==> src/sv/baro_pkg.sv <==
// ----------------------------------------------------------------------------
// baro_pkg
// Shared types, codes and helpers of the barometer compensation block.
// ----------------------------------------------------------------------------
package baro_pkg;

    localparam int DataW = 32;
    localparam int AddrW = 6;

    localparam logic [2:0] REG_COEF_A    = 3'd0;
    localparam logic [2:0] REG_COEF_B    = 3'd1;
    localparam logic [2:0] REG_COEF_LIN  = 3'd2;
    localparam logic [2:0] REG_COEF_TEMP = 3'd3;
    localparam logic [2:0] REG_OSS       = 3'd4;

    localparam logic [31:0] B6_OFFSET  = 32'd4000;
    localparam logic [31:0] B4_OFFSET  = 32'd32768;
    localparam logic [31:0] B7_SCALE   = 32'd50000;
    localparam logic [31:0] MG_COEF    = 32'd3038;
    localparam logic [31:0] MH_COEF    = 32'hFFFF_E343;
    localparam logic [31:0] MI_COEF    = 32'd3791;
    localparam logic [31:0] SIGN_LIMIT = 32'h8000_0000;

    typedef struct packed {
        logic        req_type;
        logic [23:0] raw_value;
    } t_in;

    typedef struct packed {
        logic               result_kind;
        logic signed [31:0] value;
        logic               div_error;
    } t_out;

    typedef struct packed {
        logic [15:0] ac1;
        logic [15:0] ac2;
        logic [15:0] ac3;
        logic [15:0] ac4;
        logic [15:0] ac5;
        logic [15:0] ac6;
        logic [15:0] b1;
        logic [15:0] b2;
        logic [15:0] mc;
        logic [15:0] md;
        logic [1:0]  oss;
    } t_coef;

    typedef enum logic [4:0] {
        OP_NONE, OP_LOAD, OP_T_X1, OP_T_DEN, OP_T_FIN,
        OP_P_SQ, OP_P_X1A, OP_P_X2A, OP_P_B3, OP_P_X1B, OP_P_X2B, OP_P_X3,
        OP_P_B4, OP_P_B7, OP_P_DIV, OP_P_P, OP_P_C1, OP_P_C2, OP_P_C3,
        OP_P_C4, OP_P_RES
    } t_op;

    typedef enum logic [4:0] {
        S_IDLE, S_T_X1, S_T_DEN, S_T_DIV, S_T_FIN,
        S_P_SQ, S_P_X1A, S_P_X2A, S_P_B3, S_P_X1B, S_P_X2B, S_P_X3,
        S_P_B4, S_P_B7, S_P_DIV, S_P_DWAIT, S_P_P, S_P_C1, S_P_C2, S_P_C3,
        S_P_C4, S_P_RES, S_FIN
    } t_state;

    typedef struct packed {
        t_op  op;
        logic out_set;
    } t_cmd;

    typedef struct packed {
        logic den_zero;
        logic b4_zero;
        logic div_busy;
    } t_stat;

    function automatic logic [31:0] asr32(input logic [31:0] v, input logic [4:0] s);
        return 32'($signed(v) >>> s);
    endfunction

    function automatic logic [31:0] sx16(input logic [15:0] v);
        return {{16{v[15]}}, v};
    endfunction

endpackage

==> src/sv/barometer_compensation.sv <==
// ----------------------------------------------------------------------------
// barometer_compensation
// Temperature and pressure compensation of a barometric sensor, 32-bit fixed
// point, with an APB configuration port for the calibration words.
//
//   channel   signals                               dir
//   input     i_in_valid / o_in_ready / i_in_data    in
//   result    o_out_valid / i_out_ready / o_out_data out
//   config    psel penable pwrite paddr pwdata ...   in/out
//
// Each beat runs its steps in order from accept to the next ready; the
// bit-serial divider and the single shared multiplier set how long it takes.
// A zero divisor skips the division and the steps after it, for both beats.
// One beat at a time; the next beat is taken while a result waits.
// Synchronous active-low reset clears the config, control and b5 registers.
// A stalled result holds the sequencer in its final step.
// ----------------------------------------------------------------------------
module barometer_compensation (
    input  logic                      i_clk,
    input  logic                      i_rst_n,
    input  logic                      i_in_valid,
    output logic                      o_in_ready,
    input  baro_pkg::t_in             i_in_data,
    output logic                      o_out_valid,
    input  logic                      i_out_ready,
    output baro_pkg::t_out            o_out_data,
    input  logic                      psel,
    input  logic                      penable,
    input  logic                      pwrite,
    input  logic [baro_pkg::AddrW-1:0] paddr,
    input  logic [63:0]               pwdata,
    output logic [63:0]               prdata,
    output logic                      pready
);
    import baro_pkg::*;

    logic [47:0] r_coef_a, r_coef_b;
    logic [31:0] r_coef_lin, r_coef_temp;
    logic [1:0]  r_oss;
    logic        w_wr;
    t_coef       w_coef;
    t_cmd        w_cmd;
    t_stat       w_stat;

    assign pready = 1'b1;
    assign w_wr   = psel && penable && pwrite;

    always_ff @(posedge i_clk) begin
        if (!i_rst_n) begin
            r_coef_a    <= '0;
            r_coef_b    <= '0;
            r_coef_lin  <= '0;
            r_coef_temp <= '0;
            r_oss       <= '0;
        end else if (w_wr) begin
            case (paddr[5:3])
                REG_COEF_A:    r_coef_a    <= pwdata[47:0];
                REG_COEF_B:    r_coef_b    <= pwdata[47:0];
                REG_COEF_LIN:  r_coef_lin  <= pwdata[31:0];
                REG_COEF_TEMP: r_coef_temp <= pwdata[31:0];
                REG_OSS:       r_oss       <= pwdata[1:0];
                default: ;
            endcase
        end
    end

    always_comb begin
        case (paddr[5:3])
            REG_COEF_A:    prdata = {16'b0, r_coef_a};
            REG_COEF_B:    prdata = {16'b0, r_coef_b};
            REG_COEF_LIN:  prdata = {32'b0, r_coef_lin};
            REG_COEF_TEMP: prdata = {32'b0, r_coef_temp};
            REG_OSS:       prdata = {62'b0, r_oss};
            default:       prdata = '0;
        endcase
    end

    assign w_coef.ac1 = r_coef_a[47:32];
    assign w_coef.ac2 = r_coef_a[31:16];
    assign w_coef.ac3 = r_coef_a[15:0];
    assign w_coef.ac4 = r_coef_b[47:32];
    assign w_coef.ac5 = r_coef_b[31:16];
    assign w_coef.ac6 = r_coef_b[15:0];
    assign w_coef.b1  = r_coef_lin[31:16];
    assign w_coef.b2  = r_coef_lin[15:0];
    assign w_coef.mc  = r_coef_temp[31:16];
    assign w_coef.md  = r_coef_temp[15:0];
    assign w_coef.oss = r_oss;

    baro_ctrl u_ctrl (
        .i_clk       (i_clk),
        .i_rst_n     (i_rst_n),
        .i_in_valid  (i_in_valid),
        .i_req_type  (i_in_data.req_type),
        .i_out_ready (i_out_ready),
        .i_stat      (w_stat),
        .o_in_ready  (o_in_ready),
        .o_out_valid (o_out_valid),
        .o_cmd       (w_cmd)
    );

    baro_datapath u_dp (
        .i_clk      (i_clk),
        .i_rst_n    (i_rst_n),
        .i_cmd      (w_cmd),
        .i_in_data  (i_in_data),
        .i_coef     (w_coef),
        .o_stat     (w_stat),
        .o_out_data (o_out_data)
    );

endmodule

==> src/sv/baro_div.sv <==
// ----------------------------------------------------------------------------
// baro_div
// Unsigned 32/32 restoring divider, one quotient bit per cycle.
// ----------------------------------------------------------------------------
module baro_div (
    input  logic        i_clk,
    input  logic        i_rst_n,
    input  logic        i_start,
    input  logic [31:0] i_dividend,
    input  logic [31:0] i_divisor,
    output logic        o_busy,
    output logic [31:0] o_quotient
);
    import baro_pkg::*;

    logic [31:0] r_rem, n_rem;
    logic [31:0] r_quo, n_quo;
    logic [31:0] r_dsr;
    logic [5:0]  r_cnt, n_cnt;
    logic        r_busy, n_busy;
    logic [32:0] w_trial;

    always_comb begin
        w_trial = {r_rem, r_quo[31]} - {1'b0, r_dsr};
        n_rem   = r_rem;
        n_quo   = r_quo;
        n_cnt   = r_cnt;
        n_busy  = r_busy;
        if (i_start) begin
            n_rem  = '0;
            n_quo  = i_dividend;
            n_cnt  = 6'(DataW);
            n_busy = 1'b1;
        end else if (r_busy) begin
            if (!w_trial[32]) begin
                n_rem = w_trial[31:0];
                n_quo = {r_quo[30:0], 1'b1};
            end else begin
                n_rem = {r_rem[30:0], r_quo[31]};
                n_quo = {r_quo[30:0], 1'b0};
            end
            n_cnt  = r_cnt - 6'd1;
            n_busy = (r_cnt != 6'd1);
        end
    end

    always_ff @(posedge i_clk) begin
        if (!i_rst_n) begin
            r_busy <= 1'b0;
            r_cnt  <= '0;
        end else begin
            r_busy <= n_busy;
            r_cnt  <= n_cnt;
        end
        r_rem <= n_rem;
        r_quo <= n_quo;
        if (i_start) begin
            r_dsr <= i_divisor;
        end
    end

    assign o_busy     = r_busy;
    assign o_quotient = r_quo;

endmodule

==> src/sv/baro_datapath.sv <==
// ----------------------------------------------------------------------------
// baro_datapath
// Compensation registers, one shared multiplier and the divider.
// ----------------------------------------------------------------------------
module baro_datapath (
    input  logic           i_clk,
    input  logic           i_rst_n,
    input  baro_pkg::t_cmd  i_cmd,
    input  baro_pkg::t_in   i_in_data,
    input  baro_pkg::t_coef i_coef,
    output baro_pkg::t_stat o_stat,
    output baro_pkg::t_out  o_out_data
);
    import baro_pkg::*;

    logic        r_kind;
    logic [23:0] r_raw;
    logic [31:0] r_b5, r_b6, r_up, r_sq, r_x1, r_x2, r_b3, r_b4, r_b7, r_p, r_res;
    logic        r_err, r_neg;
    t_out        r_out;

    logic [31:0] w_mul_a, w_mul_b, w_prod;
    logic [31:0] w_den, w_num, w_q, w_b5;
    logic [31:0] w_dvd, w_dsr, w_quo;
    logic        w_start, w_busy;

    assign w_den = r_x1 + sx16(i_coef.md);
    assign w_num = {{5{i_coef.mc[15]}}, i_coef.mc, 11'b0};
    assign w_q   = r_neg ? (32'd0 - w_quo) : w_quo;
    assign w_b5  = r_x1 + w_q;

    always_comb begin
        w_mul_a = '0;
        w_mul_b = '0;
        case (i_cmd.op)
            OP_T_X1:  begin w_mul_a = {16'b0, r_raw[15:0]} - {16'b0, i_coef.ac6};
                            w_mul_b = {16'b0, i_coef.ac5}; end
            OP_P_SQ:  begin w_mul_a = r_b6;               w_mul_b = r_b6; end
            OP_P_X1A: begin w_mul_a = r_sq;               w_mul_b = sx16(i_coef.b2); end
            OP_P_X2A: begin w_mul_a = sx16(i_coef.ac2);   w_mul_b = r_b6; end
            OP_P_X1B: begin w_mul_a = sx16(i_coef.ac3);   w_mul_b = r_b6; end
            OP_P_X2B: begin w_mul_a = sx16(i_coef.b1);    w_mul_b = r_sq; end
            OP_P_B4:  begin w_mul_a = {16'b0, i_coef.ac4}; w_mul_b = r_x1 + B4_OFFSET; end
            OP_P_B7:  begin w_mul_a = r_up - r_b3;        w_mul_b = B7_SCALE >> i_coef.oss; end
            OP_P_C2:  begin w_mul_a = r_x1;               w_mul_b = r_x1; end
            OP_P_C3:  begin w_mul_a = r_x1;               w_mul_b = MG_COEF; end
            OP_P_C4:  begin w_mul_a = r_p;                w_mul_b = MH_COEF; end
            default:  begin w_mul_a = '0;                 w_mul_b = '0; end
        endcase
    end

    assign w_prod = w_mul_a * w_mul_b;

    always_comb begin
        w_start = 1'b0;
        w_dvd   = '0;
        w_dsr   = '0;
        if (i_cmd.op == OP_T_DEN) begin
            w_start = (w_den != 32'd0);
            w_dvd   = w_num[31] ? (32'd0 - w_num) : w_num;
            w_dsr   = w_den[31] ? (32'd0 - w_den) : w_den;
        end else if (i_cmd.op == OP_P_DIV) begin
            w_start = 1'b1;
            w_dvd   = (r_b7 < SIGN_LIMIT) ? {r_b7[30:0], 1'b0} : r_b7;
            w_dsr   = r_b4;
        end
    end

    baro_div u_div (
        .i_clk      (i_clk),
        .i_rst_n    (i_rst_n),
        .i_start    (w_start),
        .i_dividend (w_dvd),
        .i_divisor  (w_dsr),
        .o_busy     (w_busy),
        .o_quotient (w_quo)
    );

    always_ff @(posedge i_clk) begin
        if (!i_rst_n) begin
            r_b5 <= '0;
        end else if (i_cmd.op == OP_T_FIN) begin
            r_b5 <= w_b5;
        end
        case (i_cmd.op)
            OP_LOAD: begin
                r_kind <= i_in_data.req_type;
                r_raw  <= i_in_data.raw_value;
                r_err  <= 1'b0;
                r_res  <= '0;
                r_b6   <= r_b5 - B6_OFFSET;
                r_up   <= {8'b0, i_in_data.raw_value} >> (4'd8 - {2'b0, i_coef.oss});
            end
            OP_T_X1:  r_x1 <= asr32(w_prod, 5'd15);
            OP_T_DEN: begin
                r_neg <= w_num[31] ^ w_den[31];
                if (w_den == 32'd0) begin
                    r_err <= 1'b1;
                end
            end
            OP_T_FIN: r_res <= asr32(w_b5 + 32'd8, 5'd4);
            OP_P_SQ:  r_sq <= asr32(w_prod, 5'd12);
            OP_P_X1A: r_x1 <= asr32(w_prod, 5'd11);
            OP_P_X2A: r_x2 <= asr32(w_prod, 5'd11);
            OP_P_B3:  r_b3 <= asr32((((sx16(i_coef.ac1) << 2) + r_x1 + r_x2) << i_coef.oss)
                                    + 32'd2, 5'd2);
            OP_P_X1B: r_x1 <= asr32(w_prod, 5'd13);
            OP_P_X2B: r_x2 <= asr32(w_prod, 5'd16);
            OP_P_X3:  r_x1 <= asr32(r_x1 + r_x2 + 32'd2, 5'd2);
            OP_P_B4:  r_b4 <= w_prod >> 15;
            OP_P_B7: begin
                r_b7  <= w_prod;
                r_neg <= 1'b0;
                if (r_b4 == 32'd0) begin
                    r_err <= 1'b1;
                end
            end
            OP_P_P:   r_p  <= r_b7[31] ? {w_quo[30:0], 1'b0} : w_quo;
            OP_P_C1:  r_x1 <= asr32(r_p, 5'd8);
            OP_P_C2:  r_x1 <= w_prod;
            OP_P_C3:  r_x1 <= asr32(w_prod, 5'd16);
            OP_P_C4:  r_x2 <= asr32(w_prod, 5'd16);
            OP_P_RES: r_res <= r_p + asr32(r_x1 + r_x2 + MI_COEF, 5'd4);
            default: ;
        endcase
        if (i_cmd.out_set) begin
            r_out.result_kind <= r_kind;
            r_out.value       <= r_res;
            r_out.div_error   <= r_err;
        end
    end

    assign o_stat.den_zero = (w_den == 32'd0);
    assign o_stat.b4_zero  = (r_b4 == 32'd0);
    assign o_stat.div_busy = w_busy;
    assign o_out_data      = r_out;

endmodule

==> src/sv/baro_ctrl.sv <==
// ----------------------------------------------------------------------------
// baro_ctrl
// Sequencer for the compensation steps and the result handshake.
// ----------------------------------------------------------------------------
module baro_ctrl (
    input  logic           i_clk,
    input  logic           i_rst_n,
    input  logic           i_in_valid,
    input  logic           i_req_type,
    input  logic           i_out_ready,
    input  baro_pkg::t_stat i_stat,
    output logic           o_in_ready,
    output logic           o_out_valid,
    output baro_pkg::t_cmd  o_cmd
);
    import baro_pkg::*;

    t_state r_state, n_state;
    logic   r_out_valid, n_out_valid;

    always_ff @(posedge i_clk) begin
        if (!i_rst_n) begin
            r_state     <= S_IDLE;
            r_out_valid <= 1'b0;
        end else begin
            r_state     <= n_state;
            r_out_valid <= n_out_valid;
        end
    end

    always_comb begin
        n_state       = r_state;
        o_cmd.op      = OP_NONE;
        o_cmd.out_set = 1'b0;
        o_in_ready    = 1'b0;
        n_out_valid   = r_out_valid && !i_out_ready;
        case (r_state)
            S_IDLE: begin
                o_in_ready = 1'b1;
                if (i_in_valid) begin
                    o_cmd.op = OP_LOAD;
                    n_state  = i_req_type ? S_P_SQ : S_T_X1;
                end
            end
            S_T_X1:  begin o_cmd.op = OP_T_X1; n_state = S_T_DEN; end
            S_T_DEN: begin
                o_cmd.op = OP_T_DEN;
                n_state  = i_stat.den_zero ? S_FIN : S_T_DIV;
            end
            S_T_DIV: if (!i_stat.div_busy) begin
                n_state = S_T_FIN;
            end
            S_T_FIN:  begin o_cmd.op = OP_T_FIN;  n_state = S_FIN; end
            S_P_SQ:   begin o_cmd.op = OP_P_SQ;   n_state = S_P_X1A; end
            S_P_X1A:  begin o_cmd.op = OP_P_X1A;  n_state = S_P_X2A; end
            S_P_X2A:  begin o_cmd.op = OP_P_X2A;  n_state = S_P_B3; end
            S_P_B3:   begin o_cmd.op = OP_P_B3;   n_state = S_P_X1B; end
            S_P_X1B:  begin o_cmd.op = OP_P_X1B;  n_state = S_P_X2B; end
            S_P_X2B:  begin o_cmd.op = OP_P_X2B;  n_state = S_P_X3; end
            S_P_X3:   begin o_cmd.op = OP_P_X3;   n_state = S_P_B4; end
            S_P_B4:   begin o_cmd.op = OP_P_B4;   n_state = S_P_B7; end
            S_P_B7: begin
                o_cmd.op = OP_P_B7;
                n_state  = i_stat.b4_zero ? S_FIN : S_P_DIV;
            end
            S_P_DIV:  begin o_cmd.op = OP_P_DIV;  n_state = S_P_DWAIT; end
            S_P_DWAIT: if (!i_stat.div_busy) begin
                n_state = S_P_P;
            end
            S_P_P:    begin o_cmd.op = OP_P_P;    n_state = S_P_C1; end
            S_P_C1:   begin o_cmd.op = OP_P_C1;   n_state = S_P_C2; end
            S_P_C2:   begin o_cmd.op = OP_P_C2;   n_state = S_P_C3; end
            S_P_C3:   begin o_cmd.op = OP_P_C3;   n_state = S_P_C4; end
            S_P_C4:   begin o_cmd.op = OP_P_C4;   n_state = S_P_RES; end
            S_P_RES:  begin o_cmd.op = OP_P_RES;  n_state = S_FIN; end
            S_FIN: begin
                if (!r_out_valid || i_out_ready) begin
                    o_cmd.out_set = 1'b1;
                    n_out_valid   = 1'b1;
                    n_state       = S_IDLE;
                end
            end
            default: n_state = S_IDLE;
        endcase
    end

    assign o_out_valid = r_out_valid;

    a_hold: assert property (@(posedge i_clk) disable iff (!i_rst_n)
        r_out_valid && !i_out_ready |=> r_out_valid)
        else $error("result dropped before it was taken");
    a_no_overwrite: assert property (@(posedge i_clk) disable iff (!i_rst_n)
        o_cmd.out_set |-> (!r_out_valid || i_out_ready))
        else $error("result register overwritten while full");
    a_busy_after_accept: assert property (@(posedge i_clk) disable iff (!i_rst_n)
        i_in_valid && o_in_ready |=> r_state != S_IDLE)
        else $error("accepted beat not started");

endmodule
==> config.mk <==
export PLATFORM = sky130hd
export DESIGN_NAME = barometer_compensation
export DESIGN_NICKNAME = d
export VERILOG_FILES = /design/src/sv/baro_pkg.sv /design/src/sv/barometer_compensation.sv /design/src/sv/baro_div.sv /design/src/sv/baro_datapath.sv /design/src/sv/baro_ctrl.sv
export SDC_FILE = /design/constraint.sdc
export NUM_CORES = 2
export LEC_CHECK = 0
export ABC_AREA = 1
export BUFFER_PORTS_ARGS = -buffer_cell sky130_fd_sc_hd__buf_2
export CAP_MARGIN = 0
export CORE_ASPECT_RATIO = 1.1
export CORE_MARGIN = 8
export CORE_UTILIZATION = 35
export DETAILED_ROUTE_END_ITERATION = 10
export PLACE_DENSITY_LB_ADDON = 0.3
export SLEW_MARGIN = 20
export SYNTH_ARGS = -nofsm -noshare
export SYNTH_HDL_FRONTEND = slang
export SYNTH_SLANG_ARGS = --single-unit
==> constraint.sdc <==
create_clock -name i_clk -period 24.1 [get_ports i_clk]
set_input_delay 6.025 -clock i_clk [delete_from_list [all_inputs] [get_ports i_clk]]
set_output_delay 6.025 -clock i_clk [all_outputs]
set_load 0.005 [all_outputs]
==> flow_summary_export.csv <==
group,metric,value,unit
logic_synthesis,synth.most_common_cell,"nand2_1",
routing,first_iter_violations,6126,
logic_synthesis,synth-seq-area-share,26.10,%
place,place_inst,11040,
clock_network,cts_tree,"done",
floorplan,die_h,461.3,um
finish,area_growth,9.949,%
critical_path,r2r-end,"u_dp.r_x1[12]$_DFFE_PP_",
routing,drt-pass1-iter-count,6,
global_routing,grt_pass1_wl,392.6,mm
logic_synthesis,synth-edff-count,389,
finish,utilization,38.70,%
finish,final_cells,11200,
sta,skew,0.04944,ns
logic_synthesis,syn-cell-area,63090,sq um
global_routing,grt_max_degree,94,
pwr,peakVddDrop,0.07336,mV
pwr,pwr-share-comb,65.3,%
sta,finalCriticalPeriod,14.90,ns
global_routing,overflow,0,
routing,wl_per_cell,24.30,um
routing,finalWirelength,272.1,mm
finish,drive_above_1_share,6.308,%
critical_path,critPathMaxFanout,19,
global_routing,antenna_found_initial,30,
finish,nets,9635,
run,cap_viol_max_count,0,
place,placed_cell_area,66840,sq um
critical_path,crit_arrival,8.87,ns
run_status,status,"complete, no violations",
clock_network,numCtsBuffers,74,
critical_path,rrSetupSlack,12.10,ns
critical_path,required,18.07,ns
place,dp_hpwl,213.0,mm
min_path,hold_end,"u_dp.o_out_data[23]$_DFFE_PP_",
clock_network,root_buffer,"clkbuf_16",
logic_synthesis,yosys-top-cells-count,"nand2_1 (1865), inv_1 (1526), nor2_1 (905)",
logic_synthesis,async_flop_share,0,%
routing,num_vias,60910,
pwr,p_switching,0.004798,W
logic_synthesis,synth_area_leader_cell,"edfxtp_1",
pwr,p_per_area,123.3,nW/um^2
finish,final_area,69370,sq um
logic_synthesis,postSynthCellCount,8630,
clock_network,clock-sinks,628,
logic_synthesis,netlist_top_cells_area,"edfxtp_1 (19%), fa_1 (14%), nand2_1 (11%), inv_1 (9.1%), dfxtp_1 (7.6%)",
routing,vias_per_cell,5.441,
critical_path,endpoint_kind,"primary output",
place,port_buffers,166,
clock_network,cts_max_level,3,
pwr,power_frac_seq,21.0,%
logic_synthesis,syn_avg_cell_area,7.311,sq um
global_routing,grtUsageTotal,27.29,%
sta,min_period_over_period,61.83,%
floorplan,io_pins,203,
sta,worstMarginPinSlew,1.375,ns
sta,slew_headroom,8.028,%
sta,rsz0062_at_grt,"false",
critical_path,reg2reg_from,"u_ctrl.r_state[4]$_SDFFE_PN0P_",
logic_synthesis,ys_warn_count,0,
floorplan,dieArea,194100,sq um
clock_network,cts_setup_buffers,0,
clock_network,cts_buffer_depth,3,
routing,drc,0,
pwr,switching_share,56.10,%
min_path,hold_path_depth,0,
sta,tns,0,ns
clock_network,clock_latency,0.72,ns
floorplan,die_w,420.8,um
global_routing,grt_pass1_vias,59330,
sta,setup_violations,0,
critical_path,crit_type,"primary input to primary output",
sta,finalHoldViolCount,0,
routing,ant_nets,0,
logic_synthesis,yosys.area.top_type_share,18.51,%
min_path,worstHoldStart,"u_dp.r_res[22]$_SDFFCE_PN0P_",
floorplan,initial_core_util,35.20,%
pwr,leakagePower,32.99,nW
critical_path,crit_path_start_kind,"primary input",
clock_network,cts_hold_buf,0,
critical_path,crit_start,"paddr[5]",
pwr,pwr-share-clk,13.7,%
pwr,p_int,0.003755,W
logic_synthesis,synth.distinct_cells,77,
min_path,hold_class,"flop to flop",
logic_synthesis,yosys_register_bits,628,
floorplan,rows,163,
finish,n_fill_cell,18910,
clock_network,ctsResizeCount,0,
logic_synthesis,synth-main-ff-cell,"edfxtp_1",
clock_network,path_clk_slew,0.06,ns
critical_path,ff2ff_path_depth,37,
sta,slew_viol_final,0,
sta,fmax,0.06711,GHz
floorplan,core_area,179300,sq um
place,gp_congestion,1.022,
[metrics by stage]
step | hold WS (ns) | worst slack, ns | power, W
2_1_floorplan | 0.4003 | 10.79 | 0.005245
3_3_place_gp | 0.4049 | 9.454 | 0.007230
3_5_place_dp | 0.4045 | 9.381 | 0.007259
4_1_cts | 0.4193 | 9.412 | 0.008463
5_1_grt | 0.4249 | 9.344 | 0.009119
6_report | 0.4183 | 9.200 | 0.008554
[power groups by stage]
| stage | clock, W | sequential [W] | combinational, W |
|---|---|---|---|
| final | 0.00117 | 0.00180 | 0.00558 |
| after global routing | 0.00122 | 0.00179 | 0.00610 |
| after CTS | 0.00119 | 0.00178 | 0.00550 |
| after detailed placement | 0 | 0.00180 | 0.00546 |
| after global placement | 0 | 0.00180 | 0.00543 |
| after floorplan | 0 | 0.00166 | 0.00358 |
[how the worst max path moves through the flow]
stage,endpoint,slack [ns],cells past startpoint
after detailed placement,prdata[0],9.38,6
final,prdata[0],9.20,6
after global routing,prdata[0],9.34,6
after floorplan,prdata[8],10.79,6
after CTS,prdata[0],9.41,6
after global placement,prdata[0],9.45,6
[final cells by class]
| type | instances | area (sq um) | area share [%] |
|---|---|---|---|
| Multi-Input combinational cell | 6171 | 39780 | 57.35 |
| Sequential cell | 628 | 16470 | 23.74 |
| Clock inverter | 40 | 391.6 | 0.5645 |
| Inverter | 1559 | 5854 | 8.439 |
| Antenna cell | 21 | 52.55 | 0.07575 |
| Clock buffer | 97 | 2078 | 2.996 |
| Timing Repair Buffer | 288 | 1749 | 2.521 |
| Tap cell | 2392 | 2993 | 4.314 |
[placed cells by master (no fill, tap or decap), types with 15 or more instances in the layout]
| master | count |
|---|---|
| xnor2_1 | 71 |
| nor3_1 | 106 |
| nand3_1 | 374 |
| a221oi_1 | 29 |
| o211ai_1 | 52 |
| nand4_1 | 102 |
| diode_2 | 21 |
| o21a_1 | 16 |
| nor2_1 | 894 |
| o21bai_1 | 23 |
| o21ai_0 | 583 |
| o22ai_1 | 60 |
| a21oi_1 | 511 |
| nor4_1 | 30 |
| o2111ai_1 | 17 |
| xor2_1 | 208 |
| buf_2 | 165 |
| inv_2 | 26 |
| conb_1 | 21 |
| clkbuf_16 | 79 |
| o32ai_1 | 21 |
| or2_2 | 33 |
| o21ai_1 | 27 |
| ha_1 | 366 |
| a211oi_1 | 15 |
| clkinv_1 | 15 |
| buf_4 | 123 |
| edfxtp_1 | 389 |
| inv_1 | 1522 |
| dfxtp_1 | 238 |
| nand3b_1 | 42 |
| nand2_1 | 1863 |
| fa_1 | 445 |
| a21o_1 | 19 |
| a31oi_1 | 20 |
[critical path, stage by stage]
cell and delay (ns):
buf_2 0.14, nor3_2 0.16, buf_4 0.33, clkinv_1 0.83
o21ai_0 1.11, buf_2 0.26
[per-layer routing]
| layer | wire length [um] | GRT usage [%] |
|---|---|---|
| met1 | 105200 | 33.46 |
| met5 | 27 | 0 |
| met4 | 23110 | 19.57 |
| met3 | 23290 | 5.095 |
| met2 | 120500 | 42.96 |
[kinds of logic after synthesis]
kind of cell | share of synthesized area, %
xor+xnor | 3.984
other cells | 0.01190
mux | 0.09519
buf+inv | 11.24
compound gates | 13.79
simple gates | 23.41
fa+ha+maj | 21.38
flops | 26.10
Note: power is estimated with default switching activity, not from simulation.
